### src/sv/sfd_pkg.sv
package sfd_pkg;

   localparam int SAMPLE_BITS = 16;
   localparam int STORE_DEPTH = 65536;
   localparam int ADDR_BITS   = $clog2(STORE_DEPTH);
   localparam int DELAY_BITS  = 16;
   localparam int GAIN_BITS   = 9;
   localparam int CSR_DATA_BITS = 16;
   localparam int CSR_INDEX_BITS = 2;
   localparam int PROD_BITS   = SAMPLE_BITS + GAIN_BITS + 1;
   localparam int ACC_BITS    = SAMPLE_BITS + 12;
   localparam int FRAC_BITS   = 8;

   typedef logic signed [SAMPLE_BITS-1:0] sample_type;
   typedef logic signed [PROD_BITS-1:0]   prod_type;
   typedef logic signed [ACC_BITS-1:0]    acc_type;
   typedef logic [ADDR_BITS-1:0]          addr_type;
   typedef logic [GAIN_BITS-1:0]          gain_type;

   localparam acc_type ACC_SMAX  = ACC_BITS'((2**(SAMPLE_BITS-1)) - 1);
   localparam acc_type ACC_SMIN  = -ACC_SMAX - ACC_BITS'(1);
   localparam acc_type ACC_ROUND = ACC_BITS'(2**(FRAC_BITS-1));
   localparam logic signed [GAIN_BITS:0] UNITY = (GAIN_BITS+1)'(2**FRAC_BITS);

   localparam logic [DELAY_BITS-1:0] DELAY_RESET = DELAY_BITS'(24000);
   localparam gain_type GAIN_RESET = GAIN_BITS'(77);
   localparam gain_type MIX_RESET  = GAIN_BITS'(256);

   typedef enum logic [CSR_INDEX_BITS-1:0] {
      CSR_DELAY = 2'd0,
      CSR_GAIN  = 2'd1,
      CSR_MIX   = 2'd2
   } csr_index_type;

   typedef enum logic [2:0] {
      ST_IDLE,
      ST_READ,
      ST_WET,
      ST_FB,
      ST_MIX
   } state_type;

   typedef struct packed {
      logic [DELAY_BITS-1:0] delay_samples;
      gain_type              feedback_gain;
      gain_type              mix_level;
   } cfg_type;

   typedef struct packed {
      logic load;
      logic read;
      logic wet;
      logic fb;
      logic finish;
   } cmd_type;

   function automatic acc_type scale_round(input acc_type p);
      acc_type q;
      q = p + ACC_ROUND;
      return q >>> FRAC_BITS;
   endfunction

   function automatic sample_type saturate(input acc_type v);
      acc_type r;
      if (v > ACC_SMAX) begin
         r = ACC_SMAX;
      end else if (v < ACC_SMIN) begin
         r = ACC_SMIN;
      end else begin
         r = v;
      end
      return r[SAMPLE_BITS-1:0];
   endfunction

endpackage

### src/sv/sfd_ctrl.sv
module sfd_ctrl (
   input  logic             clock,
   input  logic             reset,
   input  logic             req_valid,
   output logic             req_ready,
   output logic             rsp_valid,
   input  logic             rsp_ready,
   output sfd_pkg::cmd_type cmd
);
   import sfd_pkg::*;

   state_type state_ff;
   state_type state_in;
   logic      rsp_valid_ff;
   logic      rsp_valid_in;

   assign rsp_valid = rsp_valid_ff;

   always_comb begin
      state_in     = state_ff;
      cmd          = '0;
      req_ready    = 1'b0;
      rsp_valid_in = rsp_valid_ff && !rsp_ready;
      unique case (state_ff)
         ST_IDLE: begin
            req_ready = 1'b1;
            if (req_valid) begin
               cmd.load = 1'b1;
               state_in = ST_READ;
            end
         end
         ST_READ: begin
            cmd.read = 1'b1;
            state_in = ST_WET;
         end
         ST_WET: begin
            cmd.wet  = 1'b1;
            state_in = ST_FB;
         end
         ST_FB: begin
            cmd.fb   = 1'b1;
            state_in = ST_MIX;
         end
         ST_MIX: begin
            if (!rsp_valid_ff || rsp_ready) begin
               cmd.finish   = 1'b1;
               rsp_valid_in = 1'b1;
               state_in     = ST_IDLE;
            end
         end
         default: state_in = ST_IDLE;
      endcase
   end

   always_ff @(posedge clock) begin
      if (reset) begin
         state_ff     <= ST_IDLE;
         rsp_valid_ff <= 1'b0;
      end else begin
         state_ff     <= state_in;
         rsp_valid_ff <= rsp_valid_in;
      end
   end

endmodule

### config.mk
export PLATFORM = sky130hd
export DESIGN_NAME = sfd_ctrl
export DESIGN_NICKNAME = d
export VERILOG_FILES = /design/src/sv/sfd_pkg.sv /design/src/sv/sfd_ctrl.sv
export SDC_FILE = /design/constraint.sdc
export NUM_CORES = 1
export LEC_CHECK = 0
export ABC_AREA = 0
export BUFFER_PORTS_ARGS = -buffer_cell sky130_fd_sc_hd__buf_4
export CAP_MARGIN = 20
export CORE_AREA = 2 2 39 41
export CTS_BUF_LIST = sky130_fd_sc_hd__clkbuf_4
export DETAILED_ROUTE_END_ITERATION = 7
export DIE_AREA = 0 0 41 43
export GPL_ROUTABILITY_DRIVEN = 1
export GPL_TIMING_DRIVEN = 0
export HOLD_SLACK_MARGIN = 0.02
export PLACE_DENSITY_LB_ADDON = 0.15
export SYNTH_ARGS = -nofsm -noshare
export SYNTH_HDL_FRONTEND = slang
export SYNTH_SLANG_ARGS = --single-unit
### constraint.sdc
create_clock -name clock -period 1.1 [get_ports clock]
set_input_delay 0.11 -clock clock [delete_from_list [all_inputs] [get_ports clock]]
set_output_delay 0.11 -clock clock [all_outputs]
set_load 0.02 [all_outputs]
* Yosys cells after proc, flatten, opt, wreduce, memory -nomap -nowiden *
Cells that the tools add are included.

storage, ports and cells
  bits in registers = 4
  input port bits = 4
  output and inout bits = 7
  logic and storage cells = 27

operators by class
  reductions and logical operators = 6
  mux-type cells = 13
  equality and inequality tests = 6

operators with widths
  kind                                                             number
  3-bit one-hot mux with 5 select lines                            1
  1-bit 2-to-1 mux                                                 10
  3-bit by 2-bit == test with 1-bit output, second input constant  2
  3-bit 2-to-1 mux                                                 2
  2-bit inequality test, second input constant                     2
  3-bit by 1-bit == test with 1-bit output, second input constant  1
  3-bit == test, second input constant                             1
  3-bit zero test                                                  1
  1-bit zero test                                                  2
  2-bit AND reduction                                              1
  1-bit logical AND                                                1
  1-bit logical OR                                                 1

* Longest topological paths before layout *
  depth in word-level cells = 4
  depth in mapped cells = 2

* Worst setup path after synthesis *
No wires, ideal clock.

  kind = reg2out
  from = register state_ff[2]
  to = output cmd[4] (netlist name)
  required time = 990 ps
  cell stages (with the launch flop) = 3
  data arrival time = 1218 ps
  buffers on the path = 0
  slack = -228 ps
  cell sequence = dfxtp_1 > nor3_1 > and2_1

RTL lines
  element                 RTL line        source
  from (decl)             sfd_ctrl.sv:12  state_type state_ff;
  from (signal assigned)  sfd_ctrl.sv:60  state_ff <= state_in;
  to (decl)               sfd_ctrl.sv:8   output sfd_pkg::cmd_type cmd

==> flow_metrics.env <==
export IMPL_status="finished with violations"
export IMPL_violations="negative setup slack"
export IMPL_hold_path_depth=2
export IMPL_r2r_end="state_ff[2]"
export IMPL_antenna_found_initial=0
export IMPL_holdWs_ps=79.25
export IMPL_hold_buffers=0
export IMPL_synthFlopType="dfxtp_1"
export IMPL_async_reset_ff_frac=0
export IMPL_crit_required_ps=990
export IMPL_cts_tree="built"
export IMPL_area_delta_synth_final_pct=113.1
export IMPL_cap_violations=0
export IMPL_slowest_stage="or3b_4"
export IMPL_finalSetupTns_ps=-710.7
export IMPL_postSynthAreaPerCell_um2=10.08
export IMPL_start_kind="register"
export IMPL_syn_nets=23
export IMPL_fmax_mhz=764.5
export IMPL_slew_headroom=0.8693
export IMPL_finalPower_w=0.0005246
export IMPL_setup_viol=7
export IMPL_dp_cells=45
export IMPL_switching_power_w=0.0001486
export IMPL_placementRows=14
export IMPL_synth_largest_area_cell="dfxtp_1"
export IMPL_grt_pass1_wl_um=972
export IMPL_grt_max_degree=8
export IMPL_maxSlewViolCount=0
export IMPL_die_w_um=41
export IMPL_grt_pass1_vias=229
export IMPL_die_y_um=43
export IMPL_initial_core_util=0.1383
export IMPL_regToRegSetupSlack_ps=-40
export IMPL_dr_pass1_iters=2
export IMPL_synth_commonest_cells="4 x dfxtp_1, 2 x nor3_1, 2 x nor3b_1"
export IMPL_worstHoldEndpoint="rsp_valid"
export IMPL_clock_sink_count=4
export IMPL_internal_power_w=0.0003760
export IMPL_finClkSkew_ps=4.735
export IMPL_synth_area_leaders="dfxtp_1 42%, nor3b_1 7.8%, o31ai_2 6.5%"
export IMPL_max_stage_delay_ps=410
export IMPL_synth_yosys_seq_area_share=0.4183
export IMPL_hold_class="in2reg"
export IMPL_routed_via_density=4.113
export IMPL_setup_ws_ps=-208.1
export IMPL_drt_iter0_markers=5
export IMPL_finalCritPeriodShare=1.189
export IMPL_synth_edf_count=0
export IMPL_grt_use_total=0.08534
export IMPL_cts_root_buffer_cell="clkbuf_4"
export IMPL_gp_congestion=0.6648
export IMPL_r2r_start="state_ff[2]"
export IMPL_post_route_drc_count=0
export IMPL_cp_cell_sequence="or3b_4 -> nor2b_4 -> buf_6"
export IMPL_coreArea_um2=1384
export IMPL_seq_power_share=0.311
export IMPL_yosysMostFrequentCell="dfxtp_1"
export IMPL_io_buffers=10
export IMPL_ir_drop_v=0.0005798
export IMPL_cp_end_kind="output pin"
export IMPL_ant_nets=0
export IMPL_worstSkewPairLatency_ps=230
export IMPL_synth_cell_types=14
export IMPL_insertedDiodeCount=0
export IMPL_ys_seq_elements=4
export IMPL_cp_max_fo=2
export IMPL_drive_above_1_share=0.7568
export IMPL_cts_htree_levels=1
export IMPL_wl_per_cell_um=11.06
export IMPL_cts_path_max_buffers=2
export IMPL_vias=218
export IMPL_min_period_ps=1308
export IMPL_power_frac_comb=0.345
export IMPL_min_from="reset"
export IMPL_final_cells=53
export IMPL_path_class="reg2out"
export IMPL_netlist_area_leader_share=0.4183
export IMPL_io_pins=11
export IMPL_hpwlAfterDp_um=362.1
export IMPL_yosysWarnings=0
export IMPL_arrival_ps=1200
export IMPL_leakage_nw=0.1859
export IMPL_rr_worst_depth=3
export IMPL_synth_area_um2=191.4
export IMPL_netlist_instances=19
export IMPL_die_area_um2=1763
export IMPL_power_density_nw_per_um2=1286
export IMPL_rsz0062_at_grt="yes"
export IMPL_p_clk_frac=0.344
export IMPL_hold_viol=0
export IMPL_nFillCells=153
export IMPL_clkTransAtPathRegs_ps=40
export IMPL_nets=43
export IMPL_switching_share=0.2833
export IMPL_numCtsBuffers=3
export IMPL_grt_overflow_total=0
export IMPL_wl_um=586
export IMPL_tightest_slew_ps=194.3
==> layout by cell type, fill, tap and decap left out <==
cell type / n
o31ai_2: 1
xnor2_1: 1
dfxtp_4: 3
nor4_1: 1
nor2_1: 1
and3b_1: 1
buf_4: 10
nand2b_1: 1
nor3_1: 1
buf_6: 5
nor3_4: 1
or3b_4: 1
nor2b_4: 1
nor3b_2: 2
a21oi_1: 1
clkbuf_4: 3
dfxtp_1: 1
and2_4: 1
or4bb_1: 1
==> critical path, delay by kind of cell (launching register included) <==
kind | cells | cell delay (ps)
AND/OR/NAND/NOR | 2 | 520
flip-flops | 1 | 330
buffers and inverters | 1 | 110
==> power groups by stage <==
stage / logic (W) / clock network (W) / registers (W)
3_3_place_gp: 0.000112 / 0 / 0.000179
4_1_cts: 0.000164 / 0.000191 / 0.000162
3_5_place_dp: 0.000113 / 0 / 0.000180
2_1_floorplan: 0.0000654 / 0 / 0.000174
5_1_grt: 0.000192 / 0.000200 / 0.000164
6_report: 0.000181 / 0.000181 / 0.000163
==> worst max-delay path by stage <==
stage,depth (start not counted),endpoint,startpoint,slack [ps]
finish,3,cmd[0],state_ff[0],-210
global route,3,cmd[0],state_ff[0],-240
CTS,3,cmd[0],state_ff[0],-220
detailed placement,3,cmd[0],state_ff[1],-80
global placement,3,cmd[0],state_ff[1],-70
floorplan,2,cmd[4],state_ff[1],-20
==> state kept, by name, indices dropped and copies added (netlist names) <==
| signal | flops |
|---|---|
| rsp_valid | 1 |
| state_ff | 3 |
==> metrics by stage <==
step | instance area (um2) | worst slack [ps] | utilization
finish | 407.9 | -208.1 | 0.2948
CTS | 395.4 | -219.0 | 0.2857
detailed placement | 300.3 | -83.77 | 0.2170
floorplan | 205.2 | -15.92 | -
global placement | 300.3 | -72.77 | 0.2170
global route | 407.9 | -244.4 | 0.2948
==> what timing repair did <==
item,4_1_cts,5_1_grt
setup endpoints to repair,7,8
resized for setup,11,3
buffers inserted,5,0
pin swaps,5,3
gates cloned,0,0
==> final cells by class <==
class                   count  area (um2)  share of cell area
clock buffers               3       22.52             0.05521
multi-input cells          15       142.6              0.3497
flip-flops and latches      4       91.34              0.2239
well taps                  16       20.02             0.04908
repair buffers             15       131.4              0.3221
==> metal layers <==
| layer | vias to the layer above | global-route usage | part of all wire |
|---|---|---|---|
| met5 | - | 0 | 0 |
| met4 | 0 | 0.06000 | 0 |
| met3 | 0 | 0.05236 | 0.084 |
| met2 | 10 | 0.1188 | 0.49 |
| met1 | 100 | 0.09003 | 0.42 |
| li1 | 108 | - | - |
==> logic make-up (layout without fill, tap and decap cells) <==
kind of cell           after synthesis  in the layout  synth area share
AND/OR/NAND/NOR                     12             12            0.4445
flip-flops                           4              4            0.4183
AO/OA/AOI/OAI                        2              2           0.09147
XOR/XNOR                             1              1           0.04576
buffers and inverters                0             18                 0
No activity file was read; power rests on OpenSTA's default activity.
