[src/sv/sfd_pkg.sv]
package sfd_pkg;

   localparam int SAMPLE_BITS = 16;
   localparam int STORE_DEPTH = 65536;
   localparam int ADDR_BITS   = $clog2(STORE_DEPTH);
   localparam int DELAY_BITS  = 16;
   localparam int GAIN_BITS   = 9;
   localparam int CSR_DATA_BITS = 16;
   localparam int CSR_INDEX_BITS = 2;
   localparam int PROD_BITS   = SAMPLE_BITS + GAIN_BITS + 1;
   localparam int ACC_BITS    = SAMPLE_BITS + 12;
   localparam int FRAC_BITS   = 8;

   typedef logic signed [SAMPLE_BITS-1:0] sample_type;
   typedef logic signed [PROD_BITS-1:0]   prod_type;
   typedef logic signed [ACC_BITS-1:0]    acc_type;
   typedef logic [ADDR_BITS-1:0]          addr_type;
   typedef logic [GAIN_BITS-1:0]          gain_type;

   localparam acc_type ACC_SMAX  = ACC_BITS'((2**(SAMPLE_BITS-1)) - 1);
   localparam acc_type ACC_SMIN  = -ACC_SMAX - ACC_BITS'(1);
   localparam acc_type ACC_ROUND = ACC_BITS'(2**(FRAC_BITS-1));
   localparam logic signed [GAIN_BITS:0] UNITY = (GAIN_BITS+1)'(2**FRAC_BITS);

   localparam logic [DELAY_BITS-1:0] DELAY_RESET = DELAY_BITS'(24000);
   localparam gain_type GAIN_RESET = GAIN_BITS'(77);
   localparam gain_type MIX_RESET  = GAIN_BITS'(256);

   typedef enum logic [CSR_INDEX_BITS-1:0] {
      CSR_DELAY = 2'd0,
      CSR_GAIN  = 2'd1,
      CSR_MIX   = 2'd2
   } csr_index_type;

   typedef enum logic [2:0] {
      ST_IDLE,
      ST_READ,
      ST_WET,
      ST_FB,
      ST_MIX
   } state_type;

   typedef struct packed {
      logic [DELAY_BITS-1:0] delay_samples;
      gain_type              feedback_gain;
      gain_type              mix_level;
   } cfg_type;

   typedef struct packed {
      logic load;
      logic read;
      logic wet;
      logic fb;
      logic finish;
   } cmd_type;

   function automatic acc_type scale_round(input acc_type p);
      acc_type q;
      q = p + ACC_ROUND;
      return q >>> FRAC_BITS;
   endfunction

   function automatic sample_type saturate(input acc_type v);
      acc_type r;
      if (v > ACC_SMAX) begin
         r = ACC_SMAX;
      end else if (v < ACC_SMIN) begin
         r = ACC_SMIN;
      end else begin
         r = v;
      end
      return r[SAMPLE_BITS-1:0];
   endfunction

endpackage

[src/sv/sfd_csr.sv]
module sfd_csr (
   input  logic                             clock,
   input  logic                             reset,
   input  logic                             csr_valid,
   output logic                             csr_ready,
   input  logic [sfd_pkg::CSR_INDEX_BITS-1:0] csr_index,
   input  logic [sfd_pkg::CSR_DATA_BITS-1:0]  csr_data,
   output sfd_pkg::cfg_type                 cfg
);
   import sfd_pkg::*;

   cfg_type cfg_ff;
   cfg_type cfg_in;

   assign csr_ready = 1'b1;
   assign cfg       = cfg_ff;

   always_comb begin
      cfg_in = cfg_ff;
      if (csr_valid) begin
         unique case (csr_index)
            CSR_DELAY: cfg_in.delay_samples = DELAY_BITS'(csr_data);
            CSR_GAIN:  cfg_in.feedback_gain = csr_data[GAIN_BITS-1:0];
            CSR_MIX:   cfg_in.mix_level     = csr_data[GAIN_BITS-1:0];
            default:   cfg_in = cfg_ff;
         endcase
      end
   end

   always_ff @(posedge clock) begin
      if (reset) begin
         cfg_ff.delay_samples <= DELAY_RESET;
         cfg_ff.feedback_gain <= GAIN_RESET;
         cfg_ff.mix_level     <= MIX_RESET;
      end else begin
         cfg_ff <= cfg_in;
      end
   end

endmodule

[config.mk]
export PLATFORM = sky130hd
export DESIGN_NAME = sfd_csr
export DESIGN_NICKNAME = d
export VERILOG_FILES = /design/src/sv/sfd_pkg.sv /design/src/sv/sfd_csr.sv
export SDC_FILE = /design/constraint.sdc
export NUM_CORES = 1
export LEC_CHECK = 0
export BUFFER_PORTS_ARGS = -buffer_cell sky130_fd_sc_hd__clkbuf_2
export CORE_UTILIZATION = 30
export CTS_CLUSTER_DIAMETER = 200
export DETAILED_ROUTE_END_ITERATION = 8
export GPL_TIMING_DRIVEN = 0
export PLACE_DENSITY = 0.58
export SLEW_MARGIN = 15
export SYNTH_ARGS = -nofsm -noshare
export SYNTH_HDL_FRONTEND = slang
export SYNTH_SLANG_ARGS = --single-unit
[constraint.sdc]
create_clock -name clock -period 0.93 [get_ports clock]
set_clock_uncertainty 0.05 [all_clocks]
set_input_delay 0.0465 -clock clock [delete_from_list [all_inputs] [get_ports clock]]
set_output_delay 0.0465 -clock clock [all_outputs]
set_load 0.02 [all_outputs]
=== Yosys cells after proc, flatten, opt, wreduce, memory -nomap -nowiden ===
Index checks and enable logic that the tools add are counted.

* Eq/ne operators: 2
* Reduce and logical (&&, ||, !) cells: 4

{| class="wikitable"
|+ Operator list
! cell !! number
|-
| 2-bit AND reduction || 3
|-
| 2-bit by 1-bit == test with 1-bit output (second input constant) || 1
|-
| 2-bit == test (second input constant) || 1
|-
| 2-bit zero test || 1
|}

* Flip-flop bits (word level): 34
* Input bits: 21
* Output and inout port bits: 35
* Word-level logic and storage cells: 9

=== Logic depth before layout (Yosys ltp) ===
Gate-level depths: netlist of run 1.

* Depth after elaboration: 2
* Depth in mapped cells: 4
* Mapped depth without buffers: 2

=== Worst setup path after synthesis of run 1 ===
Ideal clock, no wire load.

* Path type: in2reg
* Start point: input csr_index[0] in the netlist's numbering
* End point: register cfg_ff, in the netlist cfg[19]
* Setup time: 0.072 ns
* Arrival time: 0.672 ns
* Required time: 0.808 ns
* Slack: 0.136 ns
* Stages on the path: 4
* Buffers on the path: 2
* Cells stage by stage: nor3b_2 > buf_6 > buf_12 > mux2i_1

* Word-level cells in the longest chain between the ends: 2

{| class="wikitable"
|+ RTL lines
! element !! RTL line !! source
|-
| start: declaration || sfd_csr.sv:6 || <nowiki>input logic [sfd_pkg::CSR_INDEX_BITS-1:0] csr_index,</nowiki>
|-
| 2-bit zero test || sfd_csr.sv:21 || <nowiki>unique case (csr_index)</nowiki>
|-
| 2-bit AND reduction (no line) || n/a ||
|-
| end signal: assignment || sfd_csr.sv:36 || <nowiki>cfg_ff <= cfg_in;</nowiki>
|-
| end: declaration || sfd_csr.sv:12 || <nowiki>cfg_type cfg_ff;</nowiki>
|}

No other way between the ends.
A chain may end at the register's enable or synchronous reset.

=== Worst setup path after layout of run 1 ===
* Start point: register cfg_ff, in the netlist cfg[15]
* End point: output cfg[15] in the netlist's numbering

{| class="wikitable"
|+ RTL lines
! element !! RTL line !! source
|-
| end: declaration || sfd_csr.sv:8 || <nowiki>output sfd_pkg::cfg_type cfg</nowiki>
|}

No word-level cell between the ends.

==> summary.txt, run 1 <==
Yosys
  – Gate count of the mapped netlist: 140
  – Seq/Total Area, Yosys: 47.55%
  – Post-synthesis cell area: about 1400 um2
  – Post-synth top area share: 47.55%
  – Yosys reg bits: 34
  – Syn Nets: about 160
  – Area leader, netlist: dfxtp_1
  – Post-synth cell types: 13
  – Synth area leaders: dfxtp_1, mux2i_1, nand2b_1, nor2_1, buf_2
  – Post-synthesis area per instance: 10.22 um2
  – Yosys warning count: 0

Layout
  – Max reg flops: 34
  – Multi-input logic area: around 680 um2
  – Most frequent cells in the layout: clkbuf_2, mux2i_1, nand2b_1, dfxtp_1, nor2_1
  – ANT cells: 0
  – Final non-filler cell total: between 200 and 300
  – Final instance area: slightly below 2000 um2
  – Register Area: slightly below 700 um2
  – Most common cell after layout, fill and taps aside: clkbuf_2
  – Post-Route Utilization: around 44%
  – Area Overhead vs Synth: 37.33%
  – Layout Nets: between 200 and 250
  – Share of cells above drive strength 1: between 30% and 40%
  – Fill count: ~450

Place
  – Cell Area, Placed: between 1500 and 2000 um2
  – DP Wirelength: between 2000 and 2500 um
  – DP Cell Count: 245
  – Routability cong.: between 0.6 and 0.7
  – Port Buf Inserts: between 50 and 60

CTS
  – Cts bufs inserted: 5
  – Buffers inserted by post-CTS timing repair: 0
  – CTS tree: done
  – Clk buf depth: 2
  – Total clock sinks: 34
  – H-tree levels: 2
  – Clock slew at the register clock pins of the worst setup and hold paths: roughly 70 ps
  – Root buf cell: clkbuf_8
  – Clk_lat worst skew: around 290 ps

STA
  – Period Utilization, post-route: between 90 and 100%
  – Final setup violation count: 0
  – Setup TNS: 0 ps
  – RSZ-0062 raised after global routing: no
  – Final Max Slew Viols: 0
  – Minimum clock period: approximately 900 ps
  – Fin. Hold Viols: 0
  – Max frequency: around 1100 MHz

Power
  – Worst vdd ir: between 0.5 and 0.6 mV
  – Power per Cell Area: roughly 1600 nW/um2
  – Total power: between 3000 and 4000 uW
  – Leakage: 0.0009146 uW

Setup path
  – Crit-path cells: buf_2
  – Buf/Inv on CP: 1
  – Slowest cell on crit path: dfxtp_1
  – Data arrival time of the worst path: slightly above 800 ps
  – WP data required: about 830 ps
  – Worst setup path startpoint: cfg[15]$_SDFFE_PP1P_
  – CP endpoint kind: output port
  – Worst reg-to-reg path cell count: 2
  – Startpoint types: register
  – R2R Path End: cfg[15]$_SDFFE_PP1P_
  – Crit Reg-Reg Startpoint: cfg[15]$_SDFFE_PP1P_
  – R2R Setup Slk: 270 ps
  – Delay-heaviest family, CP: flip-flops
  – Crit path max fanout: 2
  – Max stage delay on crit path: 350 ps
  – Crit path depth: 1
  – Crit path kind: reg -> out
  – CP Capture Point: cfg[15]

Route
  – Via count: between 1000 and 1500
  – Drt via density: about 4.4
  – DR iter-0 viols: between 40 and 50
  – WL final: ~3300 um
  – DRT Pass-1 Iters: 8
  – Post-DR wirelength/cell: between 10 and 15 um
  – DRT antenna net count: 0
  – Drt drc: 2

Floorplan
  – Ports: 56
  – Core area: 4474 um2
  – Die width: between 70 and 80 um
  – Initial core utilization: 31.99%
  – Die area: 5052 um2
  – Rows: 24
  – Die height: between 70 and 80 um

GRT
  – Vias in the first global route: 1110
  – Remaining global-route overflow: 0
  – Initial antenna violation count: 0
  – Pin count of the biggest net entering global routing: 11
  – Total track usage: between 10 and 15%
  – First-pass GRT wire length: 5492 um

Hold path
  – Type of the worst min-delay path: in -> reg

Status
  – Status: complete, but fails checks
  – Failing checks: design-rule violations

Flow run
  – Max_cap viols: 0
metal layers:
| metal | global-route usage, % | vias to the layer above | wire [um] |
|---|---|---|---|
| li1 | - | 590 | - |
| met3 | 5.698 | 6 | 218 |
| met2 | 21.26 | 41 | 1438 |
| met4 | 4.000 | 0 | 40 |
| met1 | 19.16 | 514 | 1633 |
| met5 | 0 | - | 0 |
through the flow:
step | hold slack, ps | worst slack (ps)
global placement | 255.4 | -114.5
detailed placement | 253.9 | -109.2
floorplan | 148.7 | 136.1
CTS | 4.214 | 16.17
finish | 1.696 | 26.79
global route | 3.851 | 0.06856
where the power goes:
part / leakage, uW / switching, uW / internal, uW
clock: 0.0000482 / 535 / 597
combinational: 0.000590 / 220 / 197
sequential: 0.000277 / 26.9 / 1510
Yosys cell counts, drive strengths merged:
cell / instances
nand3b: 2
clkbuf: 3
dfxtp: 34
buf: 8
nor3b: 1
mux2i: 34
conb: 1
and3b: 1
nor2: 22
nand2b: 34
cell type report:
cell class / count / area share (%)
flip-flops and latches: 34 / 34.63
well taps: 52 / 3.310
multi-input cells: 95 / 34.37
clock inverters: 1 / 0.2546
plain buffers: 11 / 3.819
repair buffers: 63 / 19.22
clock buffers: 7 / 4.392
how the worst min path moves through the flow:
stage | startpoint | endpoint | slack, ps | cells after the start
floorplan | csr_data[6] | cfg[6]$_SDFFE_PP0P_ | 150 | 2
global placement | csr_data[13] | cfg[31]$_SDFFE_PP0P_ | 260 | 3
detailed placement | csr_data[13] | cfg[31]$_SDFFE_PP0P_ | 250 | 3
CTS | csr_data[0] | cfg[9]$_SDFFE_PP1P_ | 4 | 3
global route | csr_data[0] | cfg[9]$_SDFFE_PP1P_ | 4 | 3
finish | csr_data[1] | cfg[1]$_SDFFE_PP0P_ | 2 | 3
worst register-to-register path: stages, from the launching register on:
cell and delay, ps:
dfxtp_1 320, nor2_1 100, mux2i_1 70
cell families (layout without fill, tap and decap cells):
group / after synthesis / in the layout / synth area share (%)
buffers and inverters: 11 / 82 / 5.245
and+or+nand+nor: 60 / 60 / 23.16
DFF: 34 / 34 / 47.55
other: 1 / 1 / 0.2620
muxes: 34 / 34 / 23.78
what timing repair did:
action / 4_1_cts / 5_1_grt
setup endpoints to repair: 0 / 15
hold buffers: 10 / 0
endpoints found under the hold margin: 10 / 0
gates resized for setup: 0 / 20
(Power assumes the default switching activity.)
==> inputs of run 2 (changes only) <==
ABC_AREA = 1   (was not set)
PLACE_DENSITY = 0.57   (was 0.58)
==> run 2 against run 1 <==
The run now ends clean. Sequential share of layout area fell by 1.3 points. Design area rose by 4.0%. Clock-buffer cell count fell by 2. Final cell count rose by 24%. Sequential power barely moved.
==> summary.txt, run 2 <==
Power
  – Power per Cell Area: 1697 nW/um2
  – Total power: between 3000 and 4000 uW
  – Worst vdd ir: approximately 0.86 mV
  – Leakage: 0.001086 uW

Yosys
  – Gate count of the mapped netlist: between 200 and 250
  – Most used flip-flop cell after synthesis: dfxtp_1
  – Number of synthesized flops with an enable pin: 0
  – Yosys warning count: 0
  – Syn Nets: 222
  – Seq/Total Area, Yosys: a little under half
  – Top-count cell post-synth: nand2_1
  – Area leader, netlist: dfxtp_1
  – Post-synth ARST share: 0%
  – Synth cell count leaders: nand2_1, nor2_1, dfxtp_1, nand3_1, inv_1
  – Post-synthesis area per instance: 7.264 um2
  – Yosys reg bits: 34
  – Post-synth cell types: 18
  – Post-synthesis cell area: 1460 um2
  – Synth area leaders: dfxtp_1, nand2_1, nand3_1, nor2_1, inv_1
  – Post-synth top area share: a little under half

CTS
  – CTS tree: done
  – Cts bufs inserted: 5
  – Total clock sinks: 34
  – Clk_lat worst skew: 290 ps
  – Root buf cell: clkbuf_8
  – Clk buf depth: 2
  – H-tree levels: 2
  – Clock slew at the register clock pins of the worst setup and hold paths: 70 ps

Setup path
  – WP data required: 830 ps
  – Buf/Inv on CP: 1
  – Delay-heaviest family, CP: flip-flops
  – R2R Path End: cfg[13]$_SDFFE_PP0P_
  – Crit path max fanout: 2
  – Crit Reg-Reg Startpoint: cfg[13]$_SDFFE_PP0P_
  – Crit path depth: 1
  – Crit-path cells: clkbuf_2
  – R2R Setup Slk: about 250 ps
  – Worst setup path startpoint: cfg[2]$_SDFFE_PP0P_
  – Max stage delay on crit path: 340 ps
  – Data arrival time of the worst path: just under 800 ps
  – Crit path kind: reg -> out
  – Startpoint types: register
  – CP Capture Point: cfg[2]
  – Worst reg-to-reg path cell count: 4
  – CP endpoint kind: output port
  – Slowest cell on crit path: dfxtp_1

GRT
  – Vias in the first global route: 1373
  – Remaining global-route overflow: 0
  – Initial antenna violation count: 0
  – First-pass GRT wire length: about 6100 um
  – Total track usage: 15.67%
  – Pin count of the biggest net entering global routing: 12

STA
  – Fin worst setup slack: 39.16 ps
  – Max frequency: between 1000 and 1500 MHz
  – Fin. Hold Viols: 0
  – Minimum clock period: just under 900 ps
  – Period Utilization, post-route: 95.79%
  – Final Max Slew Viols: 0
  – Final setup violation count: 0

Floorplan
  – Ports: 56
  – Rows: 25
  – Die height: between 70 and 80 um
  – Die width: just over 70 um
  – Die area: ~5200 um2
  – Core area: between 4000 and 5000 um2
  – Initial core utilization: 31.12%

Layout
  – ANT cells: 0
  – Max reg flops: 34
  – Layout Nets: slightly below 300
  – Post-Route Utilization: about 44%
  – Fill count: approximately 530
  – Most common cell after layout, fill and taps aside: nand2_1
  – Share of cells above drive strength 1: 28.21%
  – Area Overhead vs Synth: 40.02%
  – Most frequent cells in the layout: nand2_1, clkbuf_2, nor2_1, dfxtp_1, nand3_1

Place
  – Routability cong.: ~0.75
  – DP Wirelength: 2627 um
  – Place WS: -82.85 ps
  – Port Buf Inserts: between 50 and 60

Route
  – DRT Pass-1 Iters: 4
  – Drt via density: 4.343
  – WL final: roughly 3700 um
  – DRT antenna net count: 0
  – DR iter-0 viols: ~90
  – Post-DR wirelength/cell: roughly 11 um
  – Drt drc: 0
  – Via count: about 1400

Status
  – Status: complete, no violations

Flow run
  – Max_cap viols: 0

Hold path
  – Type of the worst min-delay path: in -> reg
==> run 2: cell families (layout without fill, tap and decap cells) <==
logic type | after synthesis | in the layout | synth area share [%]
flops | 34 | 34 | 46.62
simple gates | 119 | 119 | 36.42
compound gates | 9 | 9 | 3.085
other cells | 1 | 1 | 0.2568
buf+inv | 38 | 110 | 13.62
==> run 2: timing repair <==
action | 4_1_cts | 5_1_grt
endpoints found under the hold margin | 18 | 0
hold buffers | 12 | 0
resized for setup | 0 | 27
setup endpoints to repair | 0 | 16
setup buffers | 0 | 0
==> run 2: worst min path at each step <==
stage / from / endpoint / slack, ps / cells past startpoint
floorplan: csr_data[0] / cfg[0]$_SDFFE_PP0P_ / 130 / 2
global placement: csr_data[12] / cfg[30]$_SDFFE_PP1P_ / 240 / 3
finish: csr_data[3] / cfg[3]$_SDFFE_PP0P_ / 20 / 3
CTS: csr_data[3] / cfg[3]$_SDFFE_PP0P_ / 0.2 / 3
detailed placement: csr_data[14] / cfg[32]$_SDFFE_PP1P_ / 240 / 3
global route: csr_index[0] / cfg[11]$_SDFFE_PP1P_ / 30 / 3
==> run 2: report_power, final <==
part / internal (uW) / switching (uW) / leakage [uW] / total (uW)
Sequential: 1530 / 37.2 / 0.000279 / 1570
Combinational: 231 / 338 / 0.000750 / 570
Clock: 788 / 541 / 0.0000579 / 1330
Total: 2550 / 916 / 0.00109 / 3470
==> run 2: cell type report <==
cell class              count  area, um2  area share [%]
plain buffers              13      105.1           5.141
clock buffers               5      68.82           3.366
clock inverters             3      40.04           1.958
inverters                  25      93.84           4.590
multi-input cells         129      580.6           28.40
flip-flops and latches     34      680.7           33.29
well taps                  54      67.56           3.305
repair buffers             64      407.9           19.95
==> run 2: metrics by stage <==
stage	TNS (ps)	std cells	hold slack, ps	instance area, um2
2_1_floorplan	0	201	131.4	1460
3_3_place_gp	-1242	307	240.9	1788
3_5_place_dp	-1219	307	239.8	1788
4_1_cts	0	327	0.1963	2017
5_1_grt	-0.9642	327	30.78	2044
6_report	0	327	15.15	2044
==> run 2: per-layer routing <==
| metal | share of wire, % | GRT usage (%) | vias up | wire length, um |
|---|---|---|---|---|
| met5 | 0 | 0 | - | 0 |
| met4 | 1.5 | 5.882 | 0 | 53 |
| met1 | 47 | 19.60 | 617 | 1731 |
| met3 | 7.3 | 6.048 | 7 | 267 |
| met2 | 44 | 24.42 | 38 | 1602 |
| li1 | - | - | 758 | - |
==> inputs of run 3 (changes only) <==
SETUP_SLACK_MARGIN = 0.1   (was not set)
==> run 3 against run 2 <==
Critical path depth unchanged. Total power up 7.0%. Non-clock buffer count up 6. Die area unchanged. Sequential share of layout area down 4.4 points. First-iteration DRC count down 6.6%. Global-route usage up 1.2 points. Clock power about the same. Core utilization up 9.8 points. Setup slack better by 39 ps. Largest cell class is now non-clock buffers. Largest power group unchanged.
==> summary.txt, run 3 (synthesized netlist as in run 2, its figures left out) <==
GRT
  – Pin count of the biggest net entering global routing: 12
  – Vias in the first global route: between 1000 and 1500
  – Remaining global-route overflow: 0
  – Initial antenna violation count: 0
  – First-pass GRT wire length: 6603 um
  – Total track usage: around 17%

CTS
  – Clk buf depth: 2
  – Total clock sinks: 34
  – Clock slew at the register clock pins of the worst setup and hold paths: roughly 70 ps
  – Root buf cell: clkbuf_8
  – H-tree levels: 2
  – Clk_lat worst skew: roughly 290 ps
  – Cts bufs inserted: 5
  – CTS tree: done

Layout
  – Layout Nets: 299
  – Post-Route Utilization: a little over half
  – Final non-filler cell total: 333
  – Share of cells above drive strength 1: between 40% and 50%
  – Final instance area: between 2000 and 3000 um2
  – Max reg flops: 34
  – ANT cells: 0
  – Fill count: between 400 and 500
  – Most frequent cells in the layout: nand2_1, nor2_1, dfxtp_2, buf_8, nand3_1
  – Most common cell after layout, fill and taps aside: nand2_1
  – Area Overhead vs Synth: 71.64%

STA
  – Max frequency: ~1200 MHz
  – Final setup violation count: 0
  – Fin. Hold Viols: 0
  – Fin worst setup slack: around 78 ps
  – RSZ-0062 raised after global routing: yes
  – Final Max Slew Viols: 0
  – Minimum clock period: 851.7 ps
  – Period Utilization, post-route: 91.59%

Power
  – Leakage: 0.001281 uW
  – Power per Cell Area: about 1500 nW/um2
  – Total power: between 3000 and 4000 uW
  – Worst vdd ir: between 0.8 and 0.9 mV

Route
  – Post-DR wirelength/cell: around 12 um
  – DR iter-0 viols: between 80 and 90
  – DRT antenna net count: 0
  – WL final: between 3000 and 4000 um
  – DRT Pass-1 Iters: 4
  – Drt via density: 4.505
  – Drt drc: 0
  – Via count: 1500

Setup path
  – Crit Reg-Reg Startpoint: cfg[6]$_SDFFE_PP0P_
  – WP data required: 830 ps
  – Crit path kind: reg -> out
  – Buf/Inv on CP: 1
  – R2R Path End: cfg[6]$_SDFFE_PP0P_
  – CP endpoint kind: output port
  – Data arrival time of the worst path: around 760 ps
  – Slowest cell on crit path: dfxtp_2
  – Crit-path cells: buf_8
  – Max stage delay on crit path: approximately 350 ps
  – Worst setup path startpoint: cfg[14]$_SDFFE_PP0P_
  – R2R Setup Slk: approximately 140 ps
  – Startpoint types: register
  – Crit path max fanout: 2
  – Worst reg-to-reg path cell count: 5
  – Crit path depth: 1
  – Delay-heaviest family, CP: flip-flops
  – CP Capture Point: cfg[14]

Floorplan
  – Initial core utilization: between 30% and 40%
  – Die height: about 70 um
  – Die width: roughly 72 um
  – Rows: 25
  – Core area: about 4700 um2
  – Ports: 56
  – Die area: 5150 um2

Place
  – Cell Area, Placed: around 1800 um2
  – Port Buf Inserts: 52
  – DP Wirelength: ~2600 um
  – DP Cell Count: between 300 and 400
  – Place WS: -82.85 ps
  – Routability cong.: approximately 0.75

Hold path
  – Type of the worst min-delay path: in -> reg
  – Hold wc startpoint: csr_data[13]

Status
  – Status: complete, no violations

Flow run
  – Max_cap viols: 0
[run 3: how the worst min path moves through the flow]
stage / cells past startpoint / to / slack, ps
6_report: 5 / cfg[31]$_SDFFE_PP0P_ / 9
5_1_grt: 3 / cfg[11]$_SDFFE_PP1P_ / 30
4_1_cts: 5 / cfg[27]$_SDFFE_PP0P_ / 4
3_5_place_dp: 3 / cfg[32]$_SDFFE_PP1P_ / 240
3_3_place_gp: 3 / cfg[30]$_SDFFE_PP1P_ / 240
2_1_floorplan: 2 / cfg[0]$_SDFFE_PP0P_ / 130
[run 3: repair_timing]
action,4_1_cts,5_1_grt
resized for setup,95,62
pin swaps,0,2
endpoints found under the setup margin,34,41
buffers inserted,2,3
hold buffers,13,0
endpoints found under the hold margin,19,0
[run 3: per-stage QoR]
step                hold WS, ps  setup TNS, ps
floorplan                 131.4              0
global placement          240.9          -1242
detailed placement        239.8          -1219
CTS                       3.685              0
global route              25.94              0
finish                    8.761              0
[run 3: cell type report]
class | count | area [um2] | area share (%)
multi-input cells | 129 | 585.6 | 23.37
clock inverters | 3 | 40.04 | 1.598
plain buffers | 13 | 106.4 | 4.244
inverters | 25 | 93.84 | 3.744
repair buffers | 70 | 820.8 | 32.75
clock buffers | 5 | 68.82 | 2.746
well taps | 54 | 67.56 | 2.696
flip-flops and latches | 34 | 723.2 | 28.86
[run 3: layer usage]
metal	part of all wire, %	global-route usage [%]	routed length (um)	up-vias
met2	48	27.57	1899	40
met1	44	20.38	1761	683
met3	6.1	6.048	243	7
met4	1.4	5.882	54	0
li1	-	-	-	770
met5	0	0	0	-
[run 3: where the power goes]
group / switching (uW) / internal (uW) / leakage, uW
sequential: 65.9 / 1550 / 0.000283
combinational: 354 / 394 / 0.000940
clock: 560 / 788 / 0.0000579
total: 980 / 2730 / 0.00128
